$ cat src/hw/rtl/ffha_pkg.sv
// ----------------------------------------------------------------------------
// ffha_pkg: shared types and constants of the first-fit heap allocator
// Request/result transaction types, header word layout, datapath command set.
// ----------------------------------------------------------------------------
`default_nettype none

package ffha_pkg;

  // Heap geometry
  localparam int HEAP_WORDS = 4096;
  localparam int ADDR_W     = 12;            // payload/header address bits
  localparam int PTR_W      = ADDR_W + 1;    // links, sizes and region bounds
  localparam int SLACK_W    = 4;

  localparam logic [PTR_W-1:0]   NIL_LINK    = PTR_W'(HEAP_WORDS);
  localparam logic [PTR_W-1:0]   HEAP_TOP    = PTR_W'(HEAP_WORDS);
  localparam logic [SLACK_W-1:0] SLACK_RESET = SLACK_W'(2);

  // Request codes
  typedef enum logic [1:0] {
    REQ_PERM    = 2'd0,
    REQ_TEMP    = 2'd1,
    REQ_RELEASE = 2'd2,
    REQ_QUERY   = 2'd3
  } req_kind_t;

  // Input transaction
  typedef struct packed {
    logic [1:0]        req_type;
    logic [ADDR_W-1:0] word_count;
    logic [ADDR_W-1:0] address;
  } req_t;

  // Result transaction
  typedef struct packed {
    logic [ADDR_W-1:0] block_address;
    logic [ADDR_W-1:0] block_words;
    logic              failed;
    logic [PTR_W-1:0]  used_words;
  } rsp_t;

  // One header word: block size and free-list link
  typedef struct packed {
    logic [PTR_W-1:0] size;
    logic [PTR_W-1:0] next;
  } hdr_t;

  localparam int HDR_W = $bits(hdr_t);

  // Datapath commands
  typedef enum logic [4:0] {
    OP_NONE,
    OP_LOAD,
    OP_FAIL,
    OP_PERM,
    OP_BUMP,
    OP_RD_CUR,
    OP_RD_F,
    OP_RD_LINK,
    OP_STEP,
    OP_TAKE,
    OP_SPLIT1,
    OP_SPLIT2,
    OP_QUERY,
    OP_REL_START,
    OP_REL_EMPTY,
    OP_REL_FRONT,
    OP_REL_PREV,
    OP_REL_LAST,
    OP_REL_NEXT
  } dp_op_t;

  // Datapath status to the controller
  typedef struct packed {
    logic [1:0] req_type;
    logic       zero_req;
    logic       head_nil;
    logic       room_perm;
    logic       room_temp;
    logic       bad_addr;
    logic       steps_max;
    logic       fits;
    logic       absorb;
    logic       next_nil;
    logic       f_below_head;
    logic       walk_more;
    logic       adj_next;
  } dp_stat_t;

endpackage

`default_nettype wire

$ cat src/hw/rtl/ffha_ctrl.sv
// ----------------------------------------------------------------------------
// ffha_ctrl: allocator sequencer
// Steps each request through reads, list walks and header writes.
// ----------------------------------------------------------------------------
`default_nettype none

module ffha_ctrl (
  input  wire logic               clk,
  input  wire logic               rst,
  input  wire logic               start,
  input  wire ffha_pkg::dp_stat_t stat,
  output ffha_pkg::dp_op_t        op,
  output logic                    busy,
  output logic                    done
);

  typedef enum logic [3:0] {
    S_IDLE,
    S_DECODE,
    S_T_WAIT,
    S_T_RD,
    S_SPLIT2,
    S_BUMP,
    S_Q_WAIT,
    S_R_F,
    S_R_DEC,
    S_R_FRONT,
    S_R_WALK,
    S_R_RD,
    S_R_NEXT,
    S_R_MERGE,
    S_DONE
  } state_t;

  state_t state;
  state_t state_next;

  // Command and next state
  always_comb begin
    op         = ffha_pkg::OP_NONE;
    state_next = state;
    case (state)
      S_IDLE: begin
        if (start && !busy) begin
          op         = ffha_pkg::OP_LOAD;
          state_next = S_DECODE;
        end
      end
      S_DECODE: begin
        case (stat.req_type)
          ffha_pkg::REQ_PERM: begin
            op         = (stat.zero_req || !stat.room_perm) ? ffha_pkg::OP_FAIL
                                                            : ffha_pkg::OP_PERM;
            state_next = S_DONE;
          end
          ffha_pkg::REQ_TEMP: begin
            if (stat.zero_req) begin
              op         = ffha_pkg::OP_FAIL;
              state_next = S_DONE;
            end else if (stat.head_nil) begin
              state_next = S_BUMP;
            end else begin
              op         = ffha_pkg::OP_RD_CUR;
              state_next = S_T_WAIT;
            end
          end
          ffha_pkg::REQ_RELEASE: begin
            if (stat.bad_addr) begin
              state_next = S_DONE;
            end else begin
              op         = ffha_pkg::OP_RD_F;
              state_next = S_R_F;
            end
          end
          default: begin
            if (stat.bad_addr) begin
              state_next = S_DONE;
            end else begin
              op         = ffha_pkg::OP_RD_F;
              state_next = S_Q_WAIT;
            end
          end
        endcase
      end
      // first-fit search, one list entry per read
      S_T_WAIT: begin
        if (stat.steps_max) begin
          state_next = S_BUMP;
        end else if (stat.fits) begin
          if (stat.absorb) begin
            op         = ffha_pkg::OP_TAKE;
            state_next = S_DONE;
          end else begin
            op         = ffha_pkg::OP_SPLIT1;
            state_next = S_SPLIT2;
          end
        end else begin
          op         = ffha_pkg::OP_STEP;
          state_next = stat.next_nil ? S_BUMP : S_T_RD;
        end
      end
      S_T_RD: begin
        op         = ffha_pkg::OP_RD_CUR;
        state_next = S_T_WAIT;
      end
      S_SPLIT2: begin
        op         = ffha_pkg::OP_SPLIT2;
        state_next = S_DONE;
      end
      S_BUMP: begin
        op         = stat.room_temp ? ffha_pkg::OP_BUMP : ffha_pkg::OP_FAIL;
        state_next = S_DONE;
      end
      S_Q_WAIT: begin
        op         = ffha_pkg::OP_QUERY;
        state_next = S_DONE;
      end
      // release: insert in address order, merge both sides
      S_R_F: begin
        op         = ffha_pkg::OP_REL_START;
        state_next = S_R_DEC;
      end
      S_R_DEC: begin
        if (stat.head_nil) begin
          op         = ffha_pkg::OP_REL_EMPTY;
          state_next = S_DONE;
        end else begin
          op         = ffha_pkg::OP_RD_CUR;
          state_next = stat.f_below_head ? S_R_FRONT : S_R_WALK;
        end
      end
      S_R_FRONT: begin
        op         = ffha_pkg::OP_REL_FRONT;
        state_next = S_DONE;
      end
      S_R_WALK: begin
        if (stat.walk_more) begin
          op         = ffha_pkg::OP_STEP;
          state_next = S_R_RD;
        end else begin
          op         = ffha_pkg::OP_REL_PREV;
          state_next = S_R_NEXT;
        end
      end
      S_R_RD: begin
        op         = ffha_pkg::OP_RD_CUR;
        state_next = S_R_WALK;
      end
      S_R_NEXT: begin
        if (stat.adj_next) begin
          op         = ffha_pkg::OP_RD_LINK;
          state_next = S_R_MERGE;
        end else begin
          op         = ffha_pkg::OP_REL_LAST;
          state_next = S_DONE;
        end
      end
      S_R_MERGE: begin
        op         = ffha_pkg::OP_REL_NEXT;
        state_next = S_DONE;
      end
      S_DONE: begin
        state_next = S_IDLE;
      end
      default: begin
        state_next = S_IDLE;
      end
    endcase
  end

  // State and registered handshake outputs
  always_ff @(posedge clk) begin
    if (rst) begin
      state <= S_IDLE;
      busy  <= 1'b0;
      done  <= 1'b0;
    end else begin
      state <= state_next;
      done  <= (state_next == S_DONE);
      if (state == S_IDLE && start && !busy) begin
        busy <= 1'b1;
      end else if (state == S_DONE) begin
        busy <= 1'b0;
      end
    end
  end

endmodule

`default_nettype wire
$ cat config.mk
export PLATFORM = sky130hd
export DESIGN_NAME = ffha_ctrl
export DESIGN_NICKNAME = d
export VERILOG_FILES = /design/src/hw/rtl/ffha_pkg.sv /design/src/hw/rtl/ffha_ctrl.sv
export SDC_FILE = /design/constraint.sdc
export NUM_CORES = 1
export LEC_CHECK = 0
export BUFFER_PORTS_ARGS = -buffer_cell sky130_fd_sc_hd__buf_4
export CAP_MARGIN = 20
export CORE_MARGIN = 4
export CORE_UTILIZATION = 53
export DETAILED_ROUTE_END_ITERATION = 8
export PLACE_DENSITY = 0.83
export SYNTH_ARGS = -nofsm -noshare
export SYNTH_HDL_FRONTEND = slang
export SYNTH_SLANG_ARGS = --single-unit
$ cat constraint.sdc
create_clock -name clk -period 3.1 [get_ports clk]
set_input_delay 0.155 -clock clk [delete_from_list [all_inputs] [get_ports clk]]
set_output_delay 0.155 -clock clk [all_outputs]
set_load 0.01 [all_outputs]
# After elaboration in Yosys (flattened, before gate mapping)
# Index checks and enable logic that the tools add are counted.
dict set report classes {
  n_addsub 0
  multipliers 0
  n_div 0
  magnitude_cmp 0
  eq_ne 17
  shift 0
  mux 31
  bitwise 0
  n_reduce_logical 11
}
# op count
set ops {}
lappend ops {{5-bit case mux with 13 select lines} 1}
lappend ops {{4-bit case mux with 10 select lines} 1}
lappend ops {{4-bit equality test, second input constant} 8}
lappend ops {{4-bit 2-to-1 mux} 8}
lappend ops {{3-bit 2-to-1 mux} 8}
lappend ops {{5-bit 2-to-1 mux} 4}
lappend ops {{4-bit by 3-bit equality test with 1-bit output, second input constant} 4}
lappend ops {{4-bit case mux with 3 select lines} 1}
lappend ops {{4-bit by 2-bit equality test with 1-bit output, second input constant} 2}
lappend ops {{2-bit 2-to-1 mux} 3}
lappend ops {{3-bit case mux with 2 select lines} 1}
lappend ops {{5-bit OR reduction} 1}
lappend ops {{4-bit by 1-bit equality test with 1-bit output, second input constant} 1}
lappend ops {{4-bit zero test} 1}
lappend ops {{1-bit 2-to-1 mux} 4}
lappend ops {{1-bit logical AND} 3}
lappend ops {{2-bit by 1-bit equality test with 1-bit output, second input constant} 1}
lappend ops {{2-bit equality test, second input constant} 1}
lappend ops {{1-bit zero test} 2}
lappend ops {{2-bit zero test} 1}
lappend ops {{2-bit nonzero test} 1}
lappend ops {{2-bit OR reduction} 1}
lappend ops {{1-bit logical OR} 1}
dict set report totals {
  ff_bits 6
  latch_bits 0
  ram_bits 0
  mem_bits_ro 0
  in_bits 17
  out_inout_bits 7
  elab_cells 62
  mem_count 0
}

# Depth between registers and ports, before layout
# Gate-level depths: netlist of run 1.
dict set report logic_depth {
  depth_word 5
  ltp_mapped 7
}

# Worst setup path after synthesis of run 1
# No wires, ideal clock.
dict set report synth_timing {
  path_type {flip-flop to output port}
  startpoint {register state[2]}
  endpoint {output op[1]}
  arrival_time_ns 1.313
  required_time_ns 2.945
  setup_slack_ns 1.632
  stages_incl_launch_ff 6
  path_cell_list {dfxtp_1 buf_2 buf_2 mux2i_1 a311oi_1 a311o_1}
}
dict set report synth_between {
  elab_chain_cells 3
  word_cells_on_any_way 16
}
# element line
set synth_rtl {}
lappend synth_rtl {{start, declared} ffha_ctrl.sv:35} ;# state_t state;
lappend synth_rtl {{start signal, assigned} ffha_ctrl.sv:178} ;# state <= state_next;
lappend synth_rtl {{4-bit equality test / 4-bit by 2-bit equality test with 1-bit output (equally long branches)} ffha_ctrl.sv:42} ;# case (state)
lappend synth_rtl {{2-bit OR reduction (no source line)} --}
lappend synth_rtl {{5-bit case mux with 13 select lines *} ffha_ctrl.sv:42}
lappend synth_rtl {{end, declared} ffha_ctrl.sv:12} ;# output ffha_pkg::dp_op_t op,
# Every way passes the cells marked *; elsewhere a longest branch is shown, timed or not.

# Worst setup path after layout of run 1
dict set report layout_timing {
  startpoint {register state[1]}
  endpoint {output op[0]}
}
# Same word-level chain as after synthesis.

==> impl_metrics.toml, run 1 <==
[route]
vias = 891
viasPerCell = 6.275
wl_per_cell_um = 14.56
ant_nets = 0
drc = 0
dr.pass1.iters = 4
drt_iter0_markers = 38
wirelength_mm = 2.067

[power_and_ir_drop]
power_frac_seq_pct = 29.8
p_clk_share_pct = 9.8
power_density_nw_per_um2 = 882.1
p_switching_mw = 0.4003
p_comb_share_pct = 60.4
design_power_total_mw = 0.8002
power_leakage_nw = 0.3624
p_int_mw = 0.3999
max-vdd-ir-drop_uv = 638.2
p_sw_share_pct = 50.03

[place]
port_buffers = 23
hpwl_mm = 1.494
gp_congestion = 0.9035
preCtsSetupSlack_ns = 1.032
place_area_um2 = 884.6

[critical_path]
reg2reg_depth = 5
r2r_slack_ns = 1.01
cp_max_fo = 26
crit_arrival_ns = 2.19
r2r-start = "state[1]"
setup.worst_path.end = "op[0]"
critPathCaptureType = "output pin"
cp-start-kind = "flip-flop"
crit_type = "flip-flop to output pin"
reg2reg_to = "done"
required_ns = 2.94
crit_start = "state[1]"

[status]
outcome = "finished, final reports clean"

[floorplan]
row_count = 13
core_um2 = 1301
dieWidth_um = 45.16
initial_core_util_pct = 56.25
die_h_um = 45.16
ios = 24
die_area_um2 = 2039

[run]
drv_cap = 0

[cells_and_area]
drive_above_1_share_pct = 22.83
final_util_pct = 69.71
syn2layout_area_growth_pct = 23.93
fin_nets = 146
fill_cells = 109
diodes = 0
finalInstanceArea_um2 = 907.1

[global_routing]
grt.total_usage_pct = 22.56
first_global_vias = 794
met2_usage_pct = 34.46
grt_use_met1_pct = 28.74
globalRouteOverflowTotal = 0
grtUsageMet3_pct = 5.179
grt_pass1_wl_mm = 3.387
antenna_found_initial = 0
grt_max_degree = 27
globalRoute.busiestLayer = "met2"

[timing]
final.setup.tns_ns = 0
rsz0062_at_grt = "false"
max_freq_ghz = 0.4260
finalCritPeriodShare_pct = 75.72
fin_skew_ns = 0.007689
slew_violations = 0
slew_headroom_pct = 43.29
setup_slack_ns = 0.7527
worst_pin_slew_ns = 0.8495
setup_viol = 0
period_needed_ns = 2.347
finalHoldViolCount = 0

[logic_synthesis]
synth_cells = 109
synth_ff_type = "dfxtp_1"
ys_seq_area_share_pct = 16.41
yosysTopAreaCellShare_pct = 16.41
ys_ff_latch = 6
yosys_warnings = 0
synth_edf_count = 0
async_flop_share_pct = 0
yosys-top-cells-count = "11 x a21oi_1, 11 x nand2_1, 8 x nor2_1"
ys_types = 40
synth.area.top_cells = "dfxtp_1 16%, a21oi_1 7.5%, nand2_1 5.6%"
synth_top_cell_by_area = "dfxtp_1"
avgSynthCellArea_um2 = 6.715
syn_area_um2 = 732.0
synth_fp_nets = 126

[worst_hold_path]
min_path_type = "input pin to flip-flop"

[clock_tree]
cts_buffers = 3
cts.path.max_buffers = 2
worstSkewPairLatency_ns = 0.26
cts_setup_buffers = 0
cts_tree = "yes"
cts.clk_slew.worst_paths_ns = 0.05
clock_sinks = 6
ctsHoldBuffers = 0
h-tree-depth = 1
cts_resized = 0
root_buffer = "clkbuf_4"
## worst min path at each step
stage	end	start	cells past startpoint	slack [ns]
after floorplan	busy	rst	1	0.22
after global placement	busy	rst	2	0.33
after detailed placement	busy	rst	2	0.33
after CTS	busy	rst	2	0.06
after global routing	busy	rst	2	0.06
final	busy	rst	2	0.06
## layout by cell type, fill, tap and decap left out, drive strengths merged, types with 3 or more instances in the layout
cell type / count
buf: 23
nand2b: 5
nor3: 5
a31oi: 3
o21ai: 7
nor2b: 4
a21oi: 11
nor2: 8
dfxtp: 6
nand2: 11
nand3: 3
nor4: 3
inv: 6
clkbuf: 3
## per-layer routing
metal / vias to the layer above / wire (µm)
met4: 0 / 34
li1: 440 / -
met3: 5 / 150
met2: 46 / 970
met5: - / 0
met1: 400 / 911
## critical path, stage by stage (launching register included)
cell and delay [ns]:
dfxtp_1 0.87, nand2b_1 0.24, nor4_1 0.28, a31oi_1 0.09
a21o_1 0.20, o311ai_1 0.07, buf_4 0.18
## state kept, by name (all words and copies together), names as in the netlist
name,flops
busy,1
done,1
state,4
## power groups by stage
stage                     Combinational (mW)  Clock (mW)  Sequential (mW)
after CTS                              0.481      0.0794            0.233
after global routing                   0.532      0.0892            0.252
after global placement                 0.466           0            0.234
final                                  0.483      0.0783            0.239
after detailed placement               0.475           0            0.237
after floorplan                        0.406           0            0.146
## layout make-up
type	instances	area [µm²]	share of cell area [%]
Multi-Input combinational cell	89	550.5	60.69
Timing Repair Buffer	23	172.7	19.03
Sequential cell	6	120.1	13.24
Clock buffer	3	22.52	2.483
Inverter	6	22.52	2.483
Tap cell	15	18.77	2.069
## metrics by stage
| step | std cells | hold WS, ns |
|---|---|---|
| 2_1_floorplan | 109 | 0.2241 |
| 3_3_place_gp | 139 | 0.3296 |
| 3_5_place_dp | 139 | 0.3337 |
| 4_1_cts | 142 | 0.06097 |
| 5_1_grt | 142 | 0.05641 |
| 6_report | 142 | 0.06123 |
## logic make-up (layout without fill, tap and decap cells)
kind of cell,Yosys count,after routing,synth area share (%)
AO/OA/AOI/OAI,40,40,35.56
buffers and inverters,14,32,8.375
flip-flops,6,6,16.41
multiplexers,2,2,2.735
AND/OR/NAND/NOR,47,47,36.92
Note: power is estimated with default switching activity, not from simulation.
==> inputs of run 2 (changes only) <==
--- a/config.mk
+++ b/config.mk
@@ -8,9 +8,9 @@
 export BUFFER_PORTS_ARGS = -buffer_cell sky130_fd_sc_hd__buf_4
 export CAP_MARGIN = 20
 export CORE_MARGIN = 4
-export CORE_UTILIZATION = 53
+export CORE_UTILIZATION = 49
 export DETAILED_ROUTE_END_ITERATION = 8
-export PLACE_DENSITY = 0.83
+export PLACE_DENSITY = 0.78
 export SYNTH_ARGS = -nofsm -noshare
 export SYNTH_HDL_FRONTEND = slang
 export SYNTH_SLANG_ARGS = --single-unit
==> constraint.sdc (replaced) <==
create_clock -name clk -period 2.4 [get_ports clk]
set_input_delay 0.12 -clock clk [delete_from_list [all_inputs] [get_ports clk]]
set_output_delay 0.12 -clock clk [all_outputs]
set_load 0.01 [all_outputs]
==> impl_metrics.toml, run 2 (synthesis results as in run 1) <==
[status]
outcome = "finished, final reports clean"

[cells_and_area]
syn2layout_area_growth_pct = 28.03
largest_register = "state"
largest_reg_flops = 4
finalInstanceArea_um2 = 937.1
drive_above_1_share_pct = 25.19
final_common_cell = "buf_4"
diodes = 0
layout_common_cells = "27 x buf_4, 11 x nand2_1, 11 x a21oi_1, 8 x nor2_1"
fill_cells = 128
biggestRegsByFlops = "state (4), busy (1), done (1)"
fin_nets = 150
final_util_pct = 69.42

[critical_path]
cp_max_fo = 13
crit_start = "state[2]"
critPathTopFamily = "simple AND/OR/NAND/NOR gates"
crit_arrival_ns = 1.87
cp.depth = 7
cp-start-kind = "flip-flop"
r2r_slack_ns = 0.66
path_buf_inv = 2
crit_type = "flip-flop to output pin"
worst_path_largest_cell_delay_ns = 0.43
required_ns = 2.28
reg2reg_to = "done"
crit_top_cell = "buf_4"
worstPathCellList = "buf_4, nor2_1, nand2_1, or3_1, a21o_1, o311ai_1, buf_4"
critPathCaptureType = "output pin"
critPathSlowestCell = "dfxtp_1"
reg2reg_depth = 6
r2r-start = "state[1]"

[floorplan]
core_um2 = 1350
dieWidth_um = 46.65
die_area_um2 = 2176
ios = 24
die_h_um = 46.65
row_count = 13
initial_core_util_pct = 54.22

[timing]
setup_viol = 0
finalCritPeriodShare_pct = 83.06
worst_pin_slew_ns = 0.4338
slew_headroom_pct = 70.67
rsz0062_at_grt = "false"
period_needed_ns = 1.994
slew_violations = 0
final.setup.tns_ns = 0
holdWs_ns = 0.03814
max_freq_ghz = 0.5016
finalHoldViolCount = 0
fin_skew_ns = 0.0006719

[route]
viasPerCell = 6.247
wl_per_cell_um = 14.53
drc = 0
ant_nets = 0
wirelength_mm = 2.121
dr.pass1.iters = 4
drt_iter0_markers = 55
vias = 912

[power_and_ir_drop]
design_power_total_mw = 1.049
max-vdd-ir-drop_uv = 751.1
power_density_nw_per_um2 = 1120
power_leakage_nw = 0.3832

[clock_tree]
worstSkewPairLatency_ns = 0.24
root_buffer = "clkbuf_4"
cts_buffers = 3
cts_resized = 0
h-tree-depth = 1
cts_setup_buffers = 0
cts.path.max_buffers = 2
clock_sinks = 6
cts.clk_slew.worst_paths_ns = 0.04
cts_tree = "yes"
ctsHoldBuffers = 0

[place]
gp_congestion = 0.8845
place_area_um2 = 914.6
port_buffers = 23
hpwl_mm = 1.710

[worst_hold_path]
hp-start = "rst"
hold_depth = 2
min_path_type = "input pin to flip-flop"
whs_endpoint = "busy"

[global_routing]
antenna_found_initial = 0
globalRouteOverflowTotal = 0
grt_pass1_wl_mm = 3.670
first_global_vias = 852
grt.total_usage_pct = 23.10
grt_max_degree = 16

[run]
drv_cap = 0
run 2: cell count changes in the layout (fill, tap and decap cells not counted):
cell,delta
buf_4,+4
run 2: how the worst max path moves through the flow:
stage               slack [ns]     to
detailed placement        0.68  op[0]
finish                    0.41  op[0]
global route              0.28  op[0]
CTS                       0.41  op[0]
global placement          0.70   done
floorplan                 0.97  op[1]
run 2: cell type report:
cell class | instances | area, µm² | area share [%]
flip-flops and latches | 6 | 120.1 | 12.82
multi-input cells | 89 | 550.5 | 58.74
repair buffers | 27 | 202.7 | 21.63
well taps | 15 | 18.77 | 2.003
inverters | 6 | 22.52 | 2.403
clock buffers | 3 | 22.52 | 2.403
run 2: routing by layer:
layer | wire, µm | share of wire [%] | global-route usage (%) | vias to the layer above
met1 | 926 | 44 | 29.29 | 422
met4 | 0 | 0 | 4.972 | 0
li1 | - | - | - | 448
met2 | 1029 | 49 | 39.29 | 42
met5 | 0 | 0 | 0 | -
met3 | 164 | 7.7 | 5.469 | 0
run 2: report_power, final:
group	switching (mW)	total [mW]	internal (mW)
sequential	0.0890	0.229	0.140
combinational	0.379	0.730	0.351
clock	0.0348	0.0912	0.0564
run 2: metrics by stage:
step                setup slack, ns  std cells
floorplan                    0.9669        109
global placement             0.6984        143
detailed placement           0.6768        143
CTS                          0.4115        146
global route                 0.2771        146
finish                       0.4064        146
run 2: worst reg2reg max path, stage by stage (launching register included):
cell,delay (ns)
dfxtp_1,0.59
buf_4,0.28
nor2b_1,0.06
o21ai_0,0.14
a21oi_1,0.09
o31a_1,0.31
nor4bb_1,0.14
